[src/hw/rtl/five_point_smoothing_filter_unit_assert.svh]
// Assertion macros for the five-point smoothing filter.
// Included by the top level; needs nothing else.
`ifndef FIVE_POINT_SMOOTHING_FILTER_UNIT_ASSERT_SVH
`define FIVE_POINT_SMOOTHING_FILTER_UNIT_ASSERT_SVH

// Same-cycle implication, disabled in reset
`define FSP_ASSERT_IMPL(label, clk, rst_n, ante, cons, msg) \
  label: assert property (@(posedge clk) disable iff (!rst_n) (ante) |-> (cons)) \
    else $error(msg);

// Next-cycle implication, disabled in reset
`define FSP_ASSERT_NEXT(label, clk, rst_n, ante, cons, msg) \
  label: assert property (@(posedge clk) disable iff (!rst_n) (ante) |=> (cons)) \
    else $error(msg);

`endif

[src/hw/rtl/fsp_pkg.sv]
// Shared types, coefficient tables and divisor helpers of the smoothing filter.
// No dependencies; used by every module of the block.
package fsp_pkg;

  localparam int COEF_W = 8;
  localparam int TAPS   = 5;
  localparam int POS_W  = 3;
  localparam int FILL_W = 3;
  localparam int REM_W  = 9;

  localparam logic [FILL_W-1:0] FILL_EMPTY = 3'd0;
  localparam logic [FILL_W-1:0] FILL_FULL  = 3'd4;
  localparam logic [FILL_W-1:0] FILL_RUN   = 3'd5;

  localparam logic [POS_W-1:0] POS_FIRST = 3'd0;
  localparam logic [POS_W-1:0] POS_MID   = 3'd2;
  localparam logic [POS_W-1:0] POS_LAST  = 3'd4;

  typedef enum logic {
    ORDER_LINEAR = 1'b0,
    ORDER_QUAD   = 1'b1
  } order_t;

  // Doubled divisor used for round-half-away: q = (2*|acc| + d) / (2*d)
  typedef enum logic [2:0] {
    DIV_NONE,
    DIV_10,
    DIV_20,
    DIV_70,
    DIV_140
  } div_t;

  typedef struct packed {
    logic                 valid;
    logic [POS_W-1:0]     pos;
    logic                 raw;
    order_t               order;
    logic                 run_last;
    logic                 series_end;
  } job_t;

  typedef struct packed {
    logic                 accept;
    logic                 last;
    logic [FILL_W-1:0]    fill;
  } seq_stat_t;

  typedef struct packed {
    div_t                 div;
    logic                 neg;
    logic                 run_last;
    logic                 series_end;
  } meta_t;

  localparam logic signed [COEF_W-1:0] LIN_COEF [TAPS][TAPS] = '{
    '{ 8'sd3,  8'sd2,  8'sd1,  8'sd0, -8'sd1},
    '{ 8'sd4,  8'sd3,  8'sd2,  8'sd1,  8'sd0},
    '{ 8'sd1,  8'sd1,  8'sd1,  8'sd1,  8'sd1},
    '{ 8'sd0,  8'sd1,  8'sd2,  8'sd3,  8'sd4},
    '{-8'sd1,  8'sd0,  8'sd1,  8'sd2,  8'sd3}
  };

  localparam logic signed [COEF_W-1:0] QUAD_COEF [TAPS][TAPS] = '{
    '{ 8'sd69,  8'sd4,  -8'sd6,   8'sd4,  -8'sd1},
    '{ 8'sd2,   8'sd27,  8'sd12, -8'sd8,   8'sd2},
    '{-8'sd3,   8'sd12,  8'sd17,  8'sd12, -8'sd3},
    '{ 8'sd2,  -8'sd8,   8'sd12,  8'sd27,  8'sd2},
    '{-8'sd1,   8'sd4,  -8'sd6,   8'sd4,   8'sd69}
  };

  // Weight of one window tap for the point being produced
  function automatic logic signed [COEF_W-1:0] tap_coef(
    input order_t           order,
    input logic             raw,
    input logic [POS_W-1:0] pos,
    input logic [POS_W-1:0] tap
  );
    logic signed [COEF_W-1:0] c;
    if (raw) begin
      c = (tap == pos) ? COEF_W'(1) : '0;
    end else if (order == ORDER_QUAD) begin
      c = QUAD_COEF[pos][tap];
    end else begin
      c = LIN_COEF[pos][tap];
    end
    return c;
  endfunction

  function automatic div_t div_sel(
    input order_t           order,
    input logic             raw,
    input logic [POS_W-1:0] pos
  );
    div_t d;
    if (raw) begin
      d = DIV_NONE;
    end else if (order == ORDER_QUAD) begin
      d = (pos == POS_FIRST || pos == POS_LAST) ? DIV_140 : DIV_70;
    end else begin
      d = (pos == 3'd1 || pos == 3'd3) ? DIV_20 : DIV_10;
    end
    return d;
  endfunction

  function automatic logic [REM_W-1:0] div_den(input div_t div);
    logic [REM_W-1:0] v;
    unique case (div)
      DIV_10:   v = 9'd10;
      DIV_20:   v = 9'd20;
      DIV_70:   v = 9'd70;
      DIV_140:  v = 9'd140;
      DIV_NONE: v = 9'd0;
      default:  v = 9'd0;
    endcase
    return v;
  endfunction

  function automatic logic [REM_W-1:0] div_half(input div_t div);
    return div_den(div) >> 1;
  endfunction

endpackage

[src/hw/rtl/fsp_cell.sv]
// One window cell: holds a sample and forms its weighted tap product.
// Depends on fsp_pkg.
module fsp_cell #(
  parameter int SAMPLE_WIDTH = 16
) (
  input  logic                                         clk,
  input  logic                                         load_en,
  input  logic signed [SAMPLE_WIDTH-1:0]               d_in,
  input  logic signed [fsp_pkg::COEF_W-1:0]            coef,
  output logic signed [SAMPLE_WIDTH-1:0]               q_out,
  output logic signed [SAMPLE_WIDTH+fsp_pkg::COEF_W-1:0] prod
);
  import fsp_pkg::*;

  localparam int PROD_W = SAMPLE_WIDTH + COEF_W;

  logic signed [SAMPLE_WIDTH-1:0] sample_r;

  // Take the neighbor's sample when the window moves
  always_ff @(posedge clk) begin
    if (load_en) begin
      sample_r <= d_in;
    end
  end

  assign q_out = sample_r;

  // Weight the held sample; a tap with zero weight contributes nothing,
  // even while its cell has not been loaded yet
  assign prod = (coef == '0) ? '0 : PROD_W'(sample_r) * PROD_W'(coef);

endmodule

[src/hw/rtl/fsp_seq.sv]
// Item sequencer: tracks fill state, holds the current item and issues one
// job per cycle (if job_ready) for each owed position. Depends on fsp_pkg.
module fsp_seq (
  input  logic                clk,
  input  logic                rst_n,
  input  logic                in_valid,
  input  logic                in_last,
  input  fsp_pkg::order_t     order,
  input  logic                job_ready,
  output logic                in_ready,
  output logic                shift_en,
  output fsp_pkg::job_t       job,
  output fsp_pkg::seq_stat_t  stat
);
  import fsp_pkg::*;

  logic [FILL_W-1:0] fill_r, fill_nxt;
  logic              cur_v_r, cur_v_nxt;
  logic              cur_none_r, cur_raw_r, cur_last_r;
  order_t            cur_order_r;
  logic [POS_W-1:0]  cur_k_r, cur_k_nxt, cur_end_r;

  logic              accept, issue, retire;
  logic [POS_W-1:0]  start_k, end_k;
  logic              none_c, raw_c;

  // Plan the positions owed by an arriving item
  always_comb begin
    start_k = POS_MID;
    end_k   = POS_MID;
    none_c  = 1'b0;
    raw_c   = 1'b0;
    if (fill_r < FILL_FULL) begin
      raw_c = 1'b1;
      if (in_last) begin
        start_k = POS_LAST - fill_r;
        end_k   = POS_LAST;
      end else begin
        none_c = 1'b1;
      end
    end else begin
      start_k = (fill_r == FILL_FULL) ? POS_FIRST : POS_MID;
      end_k   = in_last ? POS_LAST : POS_MID;
    end
  end

  // Handshake and job issue
  assign issue    = cur_v_r && !cur_none_r && job_ready;
  assign retire   = cur_v_r && (cur_none_r || (issue && cur_k_r == cur_end_r));
  assign in_ready = !cur_v_r || retire;
  assign accept   = in_valid && in_ready;
  assign shift_en = retire;

  // Next fill count and current-item state
  always_comb begin
    priority if (in_last) begin
      fill_nxt = FILL_EMPTY;
    end else if (fill_r < FILL_FULL) begin
      fill_nxt = fill_r + 3'd1;
    end else begin
      fill_nxt = FILL_RUN;
    end

    cur_v_nxt = cur_v_r;
    cur_k_nxt = cur_k_r;
    if (retire) begin
      cur_v_nxt = 1'b0;
    end
    if (issue) begin
      cur_k_nxt = cur_k_r + 3'd1;
    end
    if (accept) begin
      cur_v_nxt = 1'b1;
      cur_k_nxt = start_k;
    end
  end

  always_ff @(posedge clk) begin
    if (!rst_n) begin
      fill_r      <= FILL_EMPTY;
      cur_v_r     <= 1'b0;
      cur_k_r     <= POS_FIRST;
      cur_end_r   <= POS_FIRST;
      cur_none_r  <= 1'b0;
      cur_raw_r   <= 1'b0;
      cur_last_r  <= 1'b0;
      cur_order_r <= ORDER_LINEAR;
    end else begin
      cur_v_r <= cur_v_nxt;
      cur_k_r <= cur_k_nxt;
      if (accept) begin
        fill_r      <= fill_nxt;
        cur_end_r   <= end_k;
        cur_none_r  <= none_c;
        cur_raw_r   <= raw_c;
        cur_last_r  <= in_last;
        cur_order_r <= order;
      end
    end
  end

  // Job toward the arithmetic pipeline
  always_comb begin
    job.valid      = cur_v_r && !cur_none_r;
    job.pos        = cur_k_r;
    job.raw        = cur_raw_r;
    job.order      = cur_order_r;
    job.run_last   = (cur_k_r == cur_end_r);
    job.series_end = cur_last_r && (cur_k_r == POS_LAST);
  end

  assign stat.accept = accept;
  assign stat.last   = in_last;
  assign stat.fill   = fill_r;

endmodule

[src/hw/rtl/fsp_arith.sv]
// Sum, round-divide and saturate pipeline for the smoothing filter.
// Seven stages with per-stage valid; depends on fsp_pkg.
module fsp_arith #(
  parameter int SAMPLE_WIDTH = 16
) (
  input  logic                                           clk,
  input  logic                                           rst_n,
  input  fsp_pkg::job_t                                  job,
  input  logic signed [SAMPLE_WIDTH+fsp_pkg::COEF_W-1:0] prod [fsp_pkg::TAPS],
  output logic                                           job_ready,
  output logic                                           out_valid,
  input  logic                                           out_ready,
  output logic signed [SAMPLE_WIDTH-1:0]                 smoothed,
  output logic                                           run_last,
  output logic                                           series_end
);
  import fsp_pkg::*;

  localparam int STAGES     = 7;
  localparam int ACC_W      = SAMPLE_WIDTH + COEF_W;
  localparam int M_W        = ACC_W - 3;
  localparam int LO_W       = ACC_W / 2;
  localparam int HI_W       = ACC_W - LO_W;
  localparam int PL_W       = LO_W + M_W;
  localparam int PH_W       = HI_W + M_W;
  localparam int FULL_W     = ACC_W + M_W;
  localparam int DEN_PROD_W = ACC_W + REM_W;

  // Reciprocals floor(2^ACC_W / den); one correction step follows
  localparam logic [M_W-1:0] RCP_10  = M_W'((64'd1 << ACC_W) / 64'(div_den(DIV_10)));
  localparam logic [M_W-1:0] RCP_20  = M_W'((64'd1 << ACC_W) / 64'(div_den(DIV_20)));
  localparam logic [M_W-1:0] RCP_70  = M_W'((64'd1 << ACC_W) / 64'(div_den(DIV_70)));
  localparam logic [M_W-1:0] RCP_140 = M_W'((64'd1 << ACC_W) / 64'(div_den(DIV_140)));

  localparam logic [ACC_W-1:0] SAT_POS = ACC_W'((64'd1 << (SAMPLE_WIDTH - 1)) - 64'd1);
  localparam logic [ACC_W-1:0] SAT_NEG = ACC_W'(64'd1 << (SAMPLE_WIDTH - 1));
  localparam logic [SAMPLE_WIDTH-1:0] SMP_MIN = SAMPLE_WIDTH'(64'd1 << (SAMPLE_WIDTH - 1));

  logic [STAGES-1:0] v_r, en;
  meta_t             m_r [STAGES];

  logic signed [ACC_W-1:0] p0_r [TAPS];
  logic signed [ACC_W-1:0] acc1_r;
  logic [ACC_W-1:0]        num2_r, num3_r, num4_r;
  logic [PL_W-1:0]         pl3_r;
  logic [PH_W-1:0]         ph3_r;
  logic [ACC_W-1:0]        q4_r, q5_r;
  logic [REM_W-1:0]        rem5_r;
  logic [SAMPLE_WIDTH-1:0] sm6_r;

  logic signed [ACC_W-1:0] tap_sum;
  logic [ACC_W-1:0]        mag, num_c;
  logic [M_W-1:0]          rcp;
  logic [FULL_W-1:0]       full;
  logic [ACC_W-1:0]        q_est;
  logic [DEN_PROD_W-1:0]   den_prod;
  logic [ACC_W-1:0]        q_fix;
  logic [SAMPLE_WIDTH-1:0] sat_c;
  meta_t                   m_neg;

  // Stage enables: a stage loads when empty or when it drains
  always_comb begin
    en[STAGES-1] = !v_r[STAGES-1] || out_ready;
    for (int i = STAGES - 2; i >= 0; i--) begin
      en[i] = !v_r[i] || en[i+1];
    end
  end

  assign job_ready = en[0];

  always_ff @(posedge clk) begin
    if (!rst_n) begin
      v_r <= '0;
    end else begin
      if (en[0]) begin
        v_r[0] <= job.valid;
      end
      for (int i = 1; i < STAGES; i++) begin
        if (en[i]) begin
          v_r[i] <= v_r[i-1];
        end
      end
    end
  end

  // Stage 1: sum of tap products
  always_comb begin
    tap_sum = '0;
    for (int i = 0; i < TAPS; i++) begin
      tap_sum = tap_sum + p0_r[i];
    end
  end

  // Stage 2: doubled magnitude plus half divisor
  always_comb begin
    mag = acc1_r[ACC_W-1] ? ACC_W'(-acc1_r) : ACC_W'(acc1_r);
    if (m_r[1].div == DIV_NONE) begin
      num_c = mag;
    end else begin
      num_c = (mag << 1) + ACC_W'(div_half(m_r[1].div));
    end
    m_neg     = m_r[1];
    m_neg.neg = acc1_r[ACC_W-1];
  end

  // Stage 3: reciprocal pick
  always_comb begin
    unique case (m_r[2].div)
      DIV_10:   rcp = RCP_10;
      DIV_20:   rcp = RCP_20;
      DIV_70:   rcp = RCP_70;
      DIV_140:  rcp = RCP_140;
      DIV_NONE: rcp = '0;
      default:  rcp = '0;
    endcase
  end

  // Stage 4: join partial products into the quotient estimate
  always_comb begin
    full = (FULL_W'(ph3_r) << LO_W) + FULL_W'(pl3_r);
    if (m_r[3].div == DIV_NONE) begin
      q_est = num3_r;
    end else begin
      q_est = ACC_W'(full >> ACC_W);
    end
  end

  // Stage 5: remainder of the estimate
  assign den_prod = DEN_PROD_W'(q4_r) * DEN_PROD_W'(div_den(m_r[4].div));

  // Stage 6: correct by one, restore sign, clamp
  always_comb begin
    if (m_r[5].div != DIV_NONE && rem5_r >= div_den(m_r[5].div)) begin
      q_fix = q5_r + ACC_W'(1);
    end else begin
      q_fix = q5_r;
    end
    priority if (m_r[5].neg && q_fix >= SAT_NEG) begin
      sat_c = SMP_MIN;
    end else if (m_r[5].neg) begin
      sat_c = SAMPLE_WIDTH'(-q_fix);
    end else if (q_fix > SAT_POS) begin
      sat_c = SAT_POS[SAMPLE_WIDTH-1:0];
    end else begin
      sat_c = q_fix[SAMPLE_WIDTH-1:0];
    end
  end

  // Payload registers
  always_ff @(posedge clk) begin
    if (en[0]) begin
      for (int i = 0; i < TAPS; i++) begin
        p0_r[i] <= prod[i];
      end
      m_r[0] <= '{div: div_sel(job.order, job.raw, job.pos), neg: 1'b0,
                  run_last: job.run_last, series_end: job.series_end};
    end
    if (en[1]) begin
      acc1_r <= tap_sum;
      m_r[1] <= m_r[0];
    end
    if (en[2]) begin
      num2_r <= num_c;
      m_r[2] <= m_neg;
    end
    if (en[3]) begin
      pl3_r  <= PL_W'(num2_r[LO_W-1:0]) * PL_W'(rcp);
      ph3_r  <= PH_W'(num2_r[ACC_W-1:LO_W]) * PH_W'(rcp);
      num3_r <= num2_r;
      m_r[3] <= m_r[2];
    end
    if (en[4]) begin
      q4_r   <= q_est;
      num4_r <= num3_r;
      m_r[4] <= m_r[3];
    end
    if (en[5]) begin
      q5_r   <= q4_r;
      rem5_r <= REM_W'(DEN_PROD_W'(num4_r) - den_prod);
      m_r[5] <= m_r[4];
    end
    if (en[6]) begin
      sm6_r  <= sat_c;
      m_r[6] <= m_r[5];
    end
  end

  assign out_valid  = v_r[STAGES-1];
  assign smoothed   = sm6_r;
  assign run_last   = m_r[STAGES-1].run_last;
  assign series_end = m_r[STAGES-1].series_end;

endmodule

[src/hw/rtl/five_point_smoothing_filter_unit.sv]
// Channel | dir | handshake            | payload
// in_     | in  | in_tvalid/in_tready  | in_tdata = sample, in_tlast = series_last
// out_    | out | out_tvalid/out_tready| out_tdata = smoothed, out_tlast = run_last,
//         |     |                      | out_tuser = series_end
// cfg_    | in  | cfg_wr_en            | cfg_wr_data = smoothing_order
//
// Cycles: one item per cycle while each item yields at most one result and the
// output does not stall. An item yielding more than one result (fifth sample of a
// series, final sample, short series) holds in_tready low until its last result is
// issued: the sequencer issues one result per cycle, unless stalled, into a
// single shared divide pipeline.
// Reset: synchronous, active low; clears fill count, mode and pipeline valids.
// Stalls: out_tready low backs up through the pipeline into in_tready.
// Depends on fsp_pkg, fsp_seq, fsp_cell, fsp_arith and the assertion header.
module five_point_smoothing_filter_unit #(
  parameter int SAMPLE_WIDTH = 16
) (
  input  logic                               clk,
  input  logic                               rst_n,
  input  logic                               cfg_wr_en,
  input  logic                               cfg_wr_data,
  input  logic                               in_tvalid,
  output logic                               in_tready,
  input  logic [((SAMPLE_WIDTH+7)/8)*8-1:0]  in_tdata,   // [SAMPLE_WIDTH-1:0] sample
  input  logic                               in_tlast,
  output logic                               out_tvalid,
  input  logic                               out_tready,
  output logic [((SAMPLE_WIDTH+7)/8)*8-1:0]  out_tdata,  // [SAMPLE_WIDTH-1:0] smoothed
  output logic                               out_tlast,
  output logic                               out_tuser   // [0] series_end
);
  import fsp_pkg::*;

  `include "five_point_smoothing_filter_unit_assert.svh"

  localparam int TDATA_W = ((SAMPLE_WIDTH + 7) / 8) * 8;
  localparam int PROD_W  = SAMPLE_WIDTH + COEF_W;

  order_t    order_r;
  job_t      job;
  seq_stat_t stat;
  logic      shift_en, job_ready;

  logic signed [SAMPLE_WIDTH-1:0] cell_q [TAPS];
  logic signed [PROD_W-1:0]       cell_prod [TAPS];
  logic signed [SAMPLE_WIDTH-1:0] smoothed;

  // Mode register
  always_ff @(posedge clk) begin
    if (!rst_n) begin
      order_r <= ORDER_LINEAR;
    end else if (cfg_wr_en) begin
      order_r <= order_t'(cfg_wr_data);
    end
  end

  fsp_seq u_seq (
    .clk       (clk),
    .rst_n     (rst_n),
    .in_valid  (in_tvalid),
    .in_last   (in_tlast),
    .order     (order_r),
    .job_ready (job_ready),
    .in_ready  (in_tready),
    .shift_en  (shift_en),
    .job       (job),
    .stat      (stat)
  );

  // Window cells: newest item enters the top cell, older ones move down
  for (genvar i = 0; i < TAPS; i++) begin : g_cell
    if (i == TAPS - 1) begin : g_head
      fsp_cell #(.SAMPLE_WIDTH(SAMPLE_WIDTH)) u_cell (
        .clk     (clk),
        .load_en (stat.accept),
        .d_in    (in_tdata[SAMPLE_WIDTH-1:0]),
        .coef    (tap_coef(job.order, job.raw, job.pos, POS_W'(i))),
        .q_out   (cell_q[i]),
        .prod    (cell_prod[i])
      );
    end else begin : g_body
      fsp_cell #(.SAMPLE_WIDTH(SAMPLE_WIDTH)) u_cell (
        .clk     (clk),
        .load_en (shift_en),
        .d_in    (cell_q[i+1]),
        .coef    (tap_coef(job.order, job.raw, job.pos, POS_W'(i))),
        .q_out   (cell_q[i]),
        .prod    (cell_prod[i])
      );
    end
  end

  fsp_arith #(.SAMPLE_WIDTH(SAMPLE_WIDTH)) u_arith (
    .clk        (clk),
    .rst_n      (rst_n),
    .job        (job),
    .prod       (cell_prod),
    .job_ready  (job_ready),
    .out_valid  (out_tvalid),
    .out_ready  (out_tready),
    .smoothed   (smoothed),
    .run_last   (out_tlast),
    .series_end (out_tuser)
  );

  assign out_tdata = TDATA_W'($unsigned(smoothed));

  // Checks
  `FSP_ASSERT_IMPL(a_series_end_closes_run, clk, rst_n, out_tvalid && out_tuser, out_tlast, "series end without run end")
  `FSP_ASSERT_NEXT(a_last_clears_fill, clk, rst_n, stat.accept && stat.last, stat.fill == FILL_EMPTY, "fill count not cleared after series end")
  `FSP_ASSERT_NEXT(a_fill_issues_nothing, clk, rst_n, stat.accept && !stat.last && (stat.fill < FILL_FULL), !job.valid, "job issued while filling window")

endmodule

[config.mk]
export PLATFORM = sky130hd
export DESIGN_NAME = five_point_smoothing_filter_unit
export DESIGN_NICKNAME = d
export VERILOG_FILES = /design/src/hw/rtl/fsp_pkg.sv /design/src/hw/rtl/fsp_cell.sv /design/src/hw/rtl/fsp_seq.sv /design/src/hw/rtl/fsp_arith.sv /design/src/hw/rtl/five_point_smoothing_filter_unit.sv
export VERILOG_INCLUDE_DIRS = /design/src /design/src/hw/rtl
export SDC_FILE = /design/constraint.sdc
export NUM_CORES = 2
export LEC_CHECK = 0
export ABC_AREA = 1
export BUFFER_PORTS_ARGS = -buffer_cell sky130_fd_sc_hd__buf_4
export CAP_MARGIN = 20
export CORE_ASPECT_RATIO = 0.5
export CORE_MARGIN = 4
export CORE_UTILIZATION = 66
export DETAILED_ROUTE_END_ITERATION = 10
export PLACE_DENSITY = 0.84
export SLEW_MARGIN = 20
export SYNTH_ARGS = -nofsm -noshare
export SYNTH_HDL_FRONTEND = slang
export SYNTH_SLANG_ARGS = --single-unit
[constraint.sdc]
create_clock -name clk -period 17.7 [get_ports clk]
set_input_delay 5.31 -clock clk [delete_from_list [all_inputs] [get_ports clk]]
set_output_delay 5.31 -clock clk [all_outputs]
set_load 0.005 [all_outputs]
Word-level counts from Yosys, hierarchy flattened
Memory sizes are Yosys's and may differ from the RTL's.
Cells that the tools add are included.
{"block": "totals", "romBits": 640, "latch_bits": 0, "ram_bits": 162, "out_inout_bits": 20, "n_memories": 4, "ff_bits": 322, "input_bits": 23}
{"block": "op_classes", "bitwise_logic": 1, "reduce_logical": 39, "order_cmp": 5, "shifts": 0, "n_eq_ne": 25, "muxes": 67, "add_sub_neg": 13, "div": 0, "mul": 8}
{"name": "(no name shown)", "words": 8, "word_bits": 40, "rd": 1, "rd_ports_with_merged_regs": 0, "write_ports": 0, "line_no": "fsp_pkg.sv:84", "text": "c = LIN_COEF[pos][tap];"}
{"name": "(no name shown)", "words": 8, "word_bits": 40, "rd": 1, "rd_ports_with_merged_regs": 0, "write_ports": 0, "line_no": "fsp_pkg.sv:82", "text": "c = QUAD_COEF[pos][tap];"}
{"name": "u_arith.p0_r", "words": 5, "word_bits": 24, "rd": 5, "rd_ports_with_merged_regs": 0, "write_ports": 5, "line_no": "fsp_arith.sv:42", "text": "logic signed [ACC_W-1:0] p0_r [TAPS];"}
{"name": "u_arith.m_r", "words": 7, "word_bits": 6, "rd": 7, "rd_ports_with_merged_regs": 0, "write_ports": 7, "line_no": "fsp_arith.sv:40", "text": "meta_t m_r [STAGES];"}
{"operator": "$mux 24", "n": 8}
{"operator": "$mux 40", "n": 4}
{"operator": "$mul 16x8->24", "n": 5}
{"operator": "$add 24x24->24", "n": 4}
{"operator": "$pmux 8 s4", "n": 3}
{"operator": "$pmux 21 s4", "n": 1}
{"operator": "$mux 8", "n": 10}
{"operator": "$mul 12x21->33", "n": 2}
{"operator": "$add 45x33->45", "n": 1}
{"operator": "$logic_not 8->1", "n": 5}
{"operator": "$mux 3", "n": 11}
{"operator": "$mux 16", "n": 2}
{"operator": "$eq 3x2->1 const B", "n": 9}
{"operator": "$add 24x1->24 const B", "n": 1}
{"operator": "$add 24x8->24", "n": 1}
{"operator": "$ge 24x16->1 const B", "n": 1}
{"operator": "$gt 24x15->1 const B", "n": 1}
{"operator": "$mul 24x8->9", "n": 1}
{"operator": "$mux 1", "n": 24}
{"operator": "$neg 24->24", "n": 1}
{"operator": "$mux 21", "n": 1}
{"operator": "$eq 3x3->1 const B", "n": 6}
{"operator": "$neg 16->16", "n": 1}
{"operator": "$eq 3x1->1 const B", "n": 5}
{"operator": "other kinds (19)", "n": 50}

Logic depth before layout (Yosys ltp)
{"block": "depth", "ltp_word": 15, "mapped_depth": 31, "depth_no_buf": 31}

Cells and area by module
Synthesis repeated with hierarchy kept, for this count alone.
{"block": "hier_totals", "hier_cells": 7585, "area_unflattened_um2": 61997.0}
{"mod": "fsp_arith", "cells_each": 3331, "instances": 1, "area_each_um2": 32105.8}
{"mod": "fsp_cell at g_cell[2].g_body.u_cell ...", "cells_each": 815, "instances": 2, "area_each_um2": 5725.5}
{"mod": "fsp_cell at g_cell[1].g_body.u_cell", "cells_each": 825, "instances": 1, "area_each_um2": 5815.6}
{"mod": "fsp_cell at g_cell[4].g_head.u_cell", "cells_each": 811, "instances": 1, "area_each_um2": 5746.8}
{"mod": "fsp_cell at g_cell[0].g_body.u_cell", "cells_each": 805, "instances": 1, "area_each_um2": 5711.7}
{"mod": "fsp_seq", "cells_each": 106, "instances": 1, "area_each_um2": 754.5}
{"mod": "five_point_smoothing_filter_unit", "cells_each": 77, "instances": 1, "area_each_um2": 411.6}

Worst setup path before layout
Ideal clock, no wire load.
{"block": "synth_timing", "path_type": "in2out", "startpoint": "in out_tready", "endpoint": "out in_tready", "setup_slack_ns": 2.081, "stages": 12, "t_arrival_ns": 10.309, "t_required_ns": 12.390, "path_buffers": 0, "path_cell_list": "inv_1 > nand2_2 > nor2_4 > nand2_2 > nor2_2 > nand2_1 > nor2_2 > nand2_1 > nand3_1 > nand2_1 > inv_1 > nand2_2"}
{"block": "synth_via", "elab_chain_len": 12}
{"element": "start, declared", "line_no": "five_point_smoothing_filter_unit.sv:27", "text": "input logic out_tready,"}
{"element": "$logic_or 1x1->1", "line_no": "fsp_arith.sv:63", "text": "en[STAGES-1] = !v_r[STAGES-1] || out_ready;"}
{"element": "net u_arith.en[6]", "line_no": "fsp_arith.sv:39", "text": "logic [STAGES-1:0] v_r, en;"}
{"element": "$logic_or 1x1->1 (2 in series)", "line_no": "fsp_arith.sv:65", "text": "en[i] = !v_r[i] || en[i+1];"}
{"element": "net u_arith.en[4]", "line_no": "fsp_arith.sv:39"}
{"element": "$logic_or 1x1->1 (2 in series)", "line_no": "fsp_arith.sv:65"}
{"element": "net u_arith.en[2]", "line_no": "fsp_arith.sv:39"}
{"element": "$logic_or 1x1->1 (2 in series)", "line_no": "fsp_arith.sv:65"}
{"element": "$logic_and 1x1->1", "line_no": "fsp_seq.sv:48", "text": "assign issue = cur_v_r && !cur_none_r && job_ready;"}
{"element": "$logic_and 1x1->1", "line_no": "fsp_seq.sv:49", "text": "assign retire = cur_v_r && (cur_none_r || (issue && cur_k_r == cur_end_r));"}
{"element": "$logic_or 1x1->1", "line_no": "fsp_seq.sv:49"}
{"element": "$logic_and 1x1->1", "line_no": "fsp_seq.sv:49"}
{"element": "$logic_or 1x1->1", "line_no": "fsp_seq.sv:50", "text": "assign in_ready = !cur_v_r || retire;"}
{"element": "end, declared", "line_no": "five_point_smoothing_filter_unit.sv:23", "text": "output logic in_tready,"}
The timed path passes the listed nets, and every way through them passes these cells.

Final worst setup path
Ends and elaborated chain as after synthesis.

==> flow_summary.ini <==
[timing]
rsz0062_at_grt = no
fin_setup_tns_ns = 0
hold_viol_final = 0
fmax_ghz = 0.07168
setup_violations = 0
finalCritPeriodShare_pct = 78.82
tightest_slew_ns = 1.072
layout_min_cycle_time_ns = 13.95
finClkSkew_ns = 0.03724
timing_max_transition_violations_final = 0
slew_headroom_pct = 28.52

[place]
place_hpwl_mm = 122.9
port_buffers = 42
routabilityCongestion = 1.025

[clock_tree]
htree_levels = 2
clk_latency_ns = 0.62
root_buffer = clkbuf_16
cts_resized = 0
clkTransAtPathRegs_ns = 0.06
cts_tree = yes
cts_setup_buffers = 0
cts_buffers = 44
clkSinkCount = 464
clock_path_buffers = 3
hold_buffers = 0

[synth]
ys_ff_latch = 464
yosysWarningCount = 0
yosysTopAreaCell = fa_1
synthArstFlopShare_pct = 0
avgSynthCellArea_um2 = 8.957
yosysUniqueCellTypes = 64
postSynthCellCount = 6377
synthFlopType = edfxtp_1
synth_edf_count = 444
syn_nets = 7745
synth_top_area_share_pct = 30.67
netlist_area_um2 = 57120
ys_seq_area_share_pct = 24.04
synth_area_leaders = fa_1 (31%), edfxtp_1 (23%), inv_1 (10%), ha_1 (10%), nand2_1 (5.9%)

[worst_setup_path]
path_max_fanout = 52
cp-end-kind = primary output
startpoint_type = primary input
worstPathRequired_ns = 12.39
rr_worst_depth = 22
critical_path_class = in2out
cp.arrival_ns = 8.64

[worst_hold_path]
whs_path_depth = 0
hp-class = reg2reg

[floorplan]
floorplan.rows = 75
initial_core_util_pct = 67.33
io_pins = 43
die_area_um2 = 91600
core_area_um2 = 84830
fp.dieH_um = 216.0
dieWidth_um = 424.0

[route]
ant_nets = 0
routed_wl_mm = 147.8
avgViaCountPerCell = 5.701
route.detailed.drc = 0
firstDrtPassIters = 7
dr_total_vias = 43340
drtIter0Drc = 4339
wl_per_cell_um = 19.44

[grt]
grt_max_degree = 83
antenna_found_initial = 9
grt_pass1_vias = 44670
grtUsageTotal_pct = 33.14
grt-ovfl-total = 0
grt_pass1_wl_mm = 239.2

[finish]
area_growth_pct = 5.654
fillCellCount = 6416
seq_area_um2 = 13730
multi_input_area_um2 = 37030
layout-drive-gt1-share_pct = 3.693
final_core_utilization_pct = 71.14
nets = 7777

[run_status]
outcome = completed

[flow_run]
maxCapViolations = 0
cell type report:
class                           count  area share, %
Multi-Input combinational cell   4227          61.35
Sequential cell                   464          22.76
Inverter                         1604          9.983
Tap cell                         1155          2.395
Clock buffer                       51          1.903
Timing Repair Buffer               68         0.8459
Clock inverter                     30         0.7547
Antenna cell                        3        0.01244
flip-flops by register name, indices dropped and copies added, names as in the netlist, 9 cells and up:
| name | cells |
|---|---|
| u_arith.p0_r | 120 |
| g_cell.g_body.u_cell.q_out | 64 |
| u_arith.m_r | 36 |
| u_arith.ph3_r | 33 |
| u_arith.acc1_r | 24 |
| u_arith.num2_r | 24 |
| u_arith.num3_r | 24 |
| u_arith.q4_r | 24 |
| u_arith.q5_r | 24 |
| u_arith.pl3_r | 21 |
| g_cell.g_head.u_cell.q_out | 16 |
| u_arith.smoothed | 16 |
| u_arith.num4_r | 9 |
| u_arith.rem5_r | 9 |
cells in the final DEF (no fill, tap or decap), drive strengths merged, types with 4 or more instances in the layout:
master,n
or2,12
o211ai,9
a31oi,15
o21bai,6
o2111ai,5
nand3,137
nor3b,4
a211oi,9
xnor2,60
nand2,912
nand3b,6
clkinv,26
nor3,56
clkbuf,51
buf,68
inv,1594
ha,470
bufinv,10
a21o,8
xor2,113
o21a,30
o21ai,261
fa,875
dfxtp,20
nor4,13
o31ai,7
edfxtp,444
nor2,836
clkinvlp,4
nand4,35
a21oi,324
cells by family after synthesis:
logic type / share of synthesized area [%]
flip-flops: 24.04
XOR/XNOR: 2.738
AND/OR/NAND/NOR: 14.44
adder cells (fa/ha/maj): 40.96
buffers and inverters: 11.21
AO/OA/AOI/OAI: 6.606
cell usage after synthesis, drive strengths merged, types with 8 or more instances:
master / count
o21a: 30
fa: 875
edfxtp: 444
a31oi: 15
a21oi: 324
inv: 1595
ha: 470
clkbuf: 62
buf: 20
a21o: 8
a211oi: 9
nand4: 35
xnor2: 60
dfxtp: 20
or2: 12
clkinv: 9
nand2: 912
o21ai: 261
nor3: 56
nor2: 836
nor4: 13
nand3: 137
o211ai: 9
xor2: 113
critical path, cell delays in order:
cell	delay (ns)
buf_4	0.11
inv_1	0.06
nand2_2	0.31
nor2_4	0.23
nand2_2	0.55
nor2_2	0.38
nand2_1	0.10
buf_4	0.27
nor2_2	0.25
nand2_4	0.41
nand3_1	0.19
nand2_1	0.07
inv_1	0.12
nand2_2	0.10
buf_4	0.15
layer usage:
metal  global-route usage [%]  wire length (um)
met1                    47.20             62010
met2                    51.88             65850
met3                    5.928             13800
met4                    11.50              6094
met5                        0                46
final timing paths:
path	from	end	slack [ns]
worst max register to register	u_arith.m_r[2][4]$_DFFE_PP_	u_arith.ph3_r[32]$_DFFE_PP_	9.81
worst max-delay path	out_tready	in_tready	3.75
worst min register to register	u_arith.q4_r[14]$_DFFE_PP_	u_arith.q5_r[14]$_DFFE_PP_	0.42
worst min-delay path	u_arith.q4_r[14]$_DFFE_PP_	u_arith.q5_r[14]$_DFFE_PP_	0.42
stage by stage:
stage | std cells | hold slack, ns | instance area, um^2 | worst slack [ns]
floorplan | 6377 | 0.4003 | 57120 | 2.081
global placement | 7518 | 0.4023 | 58740 | 3.832
detailed placement | 7518 | 0.4045 | 58740 | 3.702
CTS | 7599 | 0.4208 | 60340 | 3.698
global route | 7599 | 0.4302 | 60340 | 3.416
finish | 7602 | 0.4175 | 60350 | 3.749
Power is left out: the tool's default activity adds up to more than one toggle a clock period on the data nets, which glitch-free logic cannot reach.
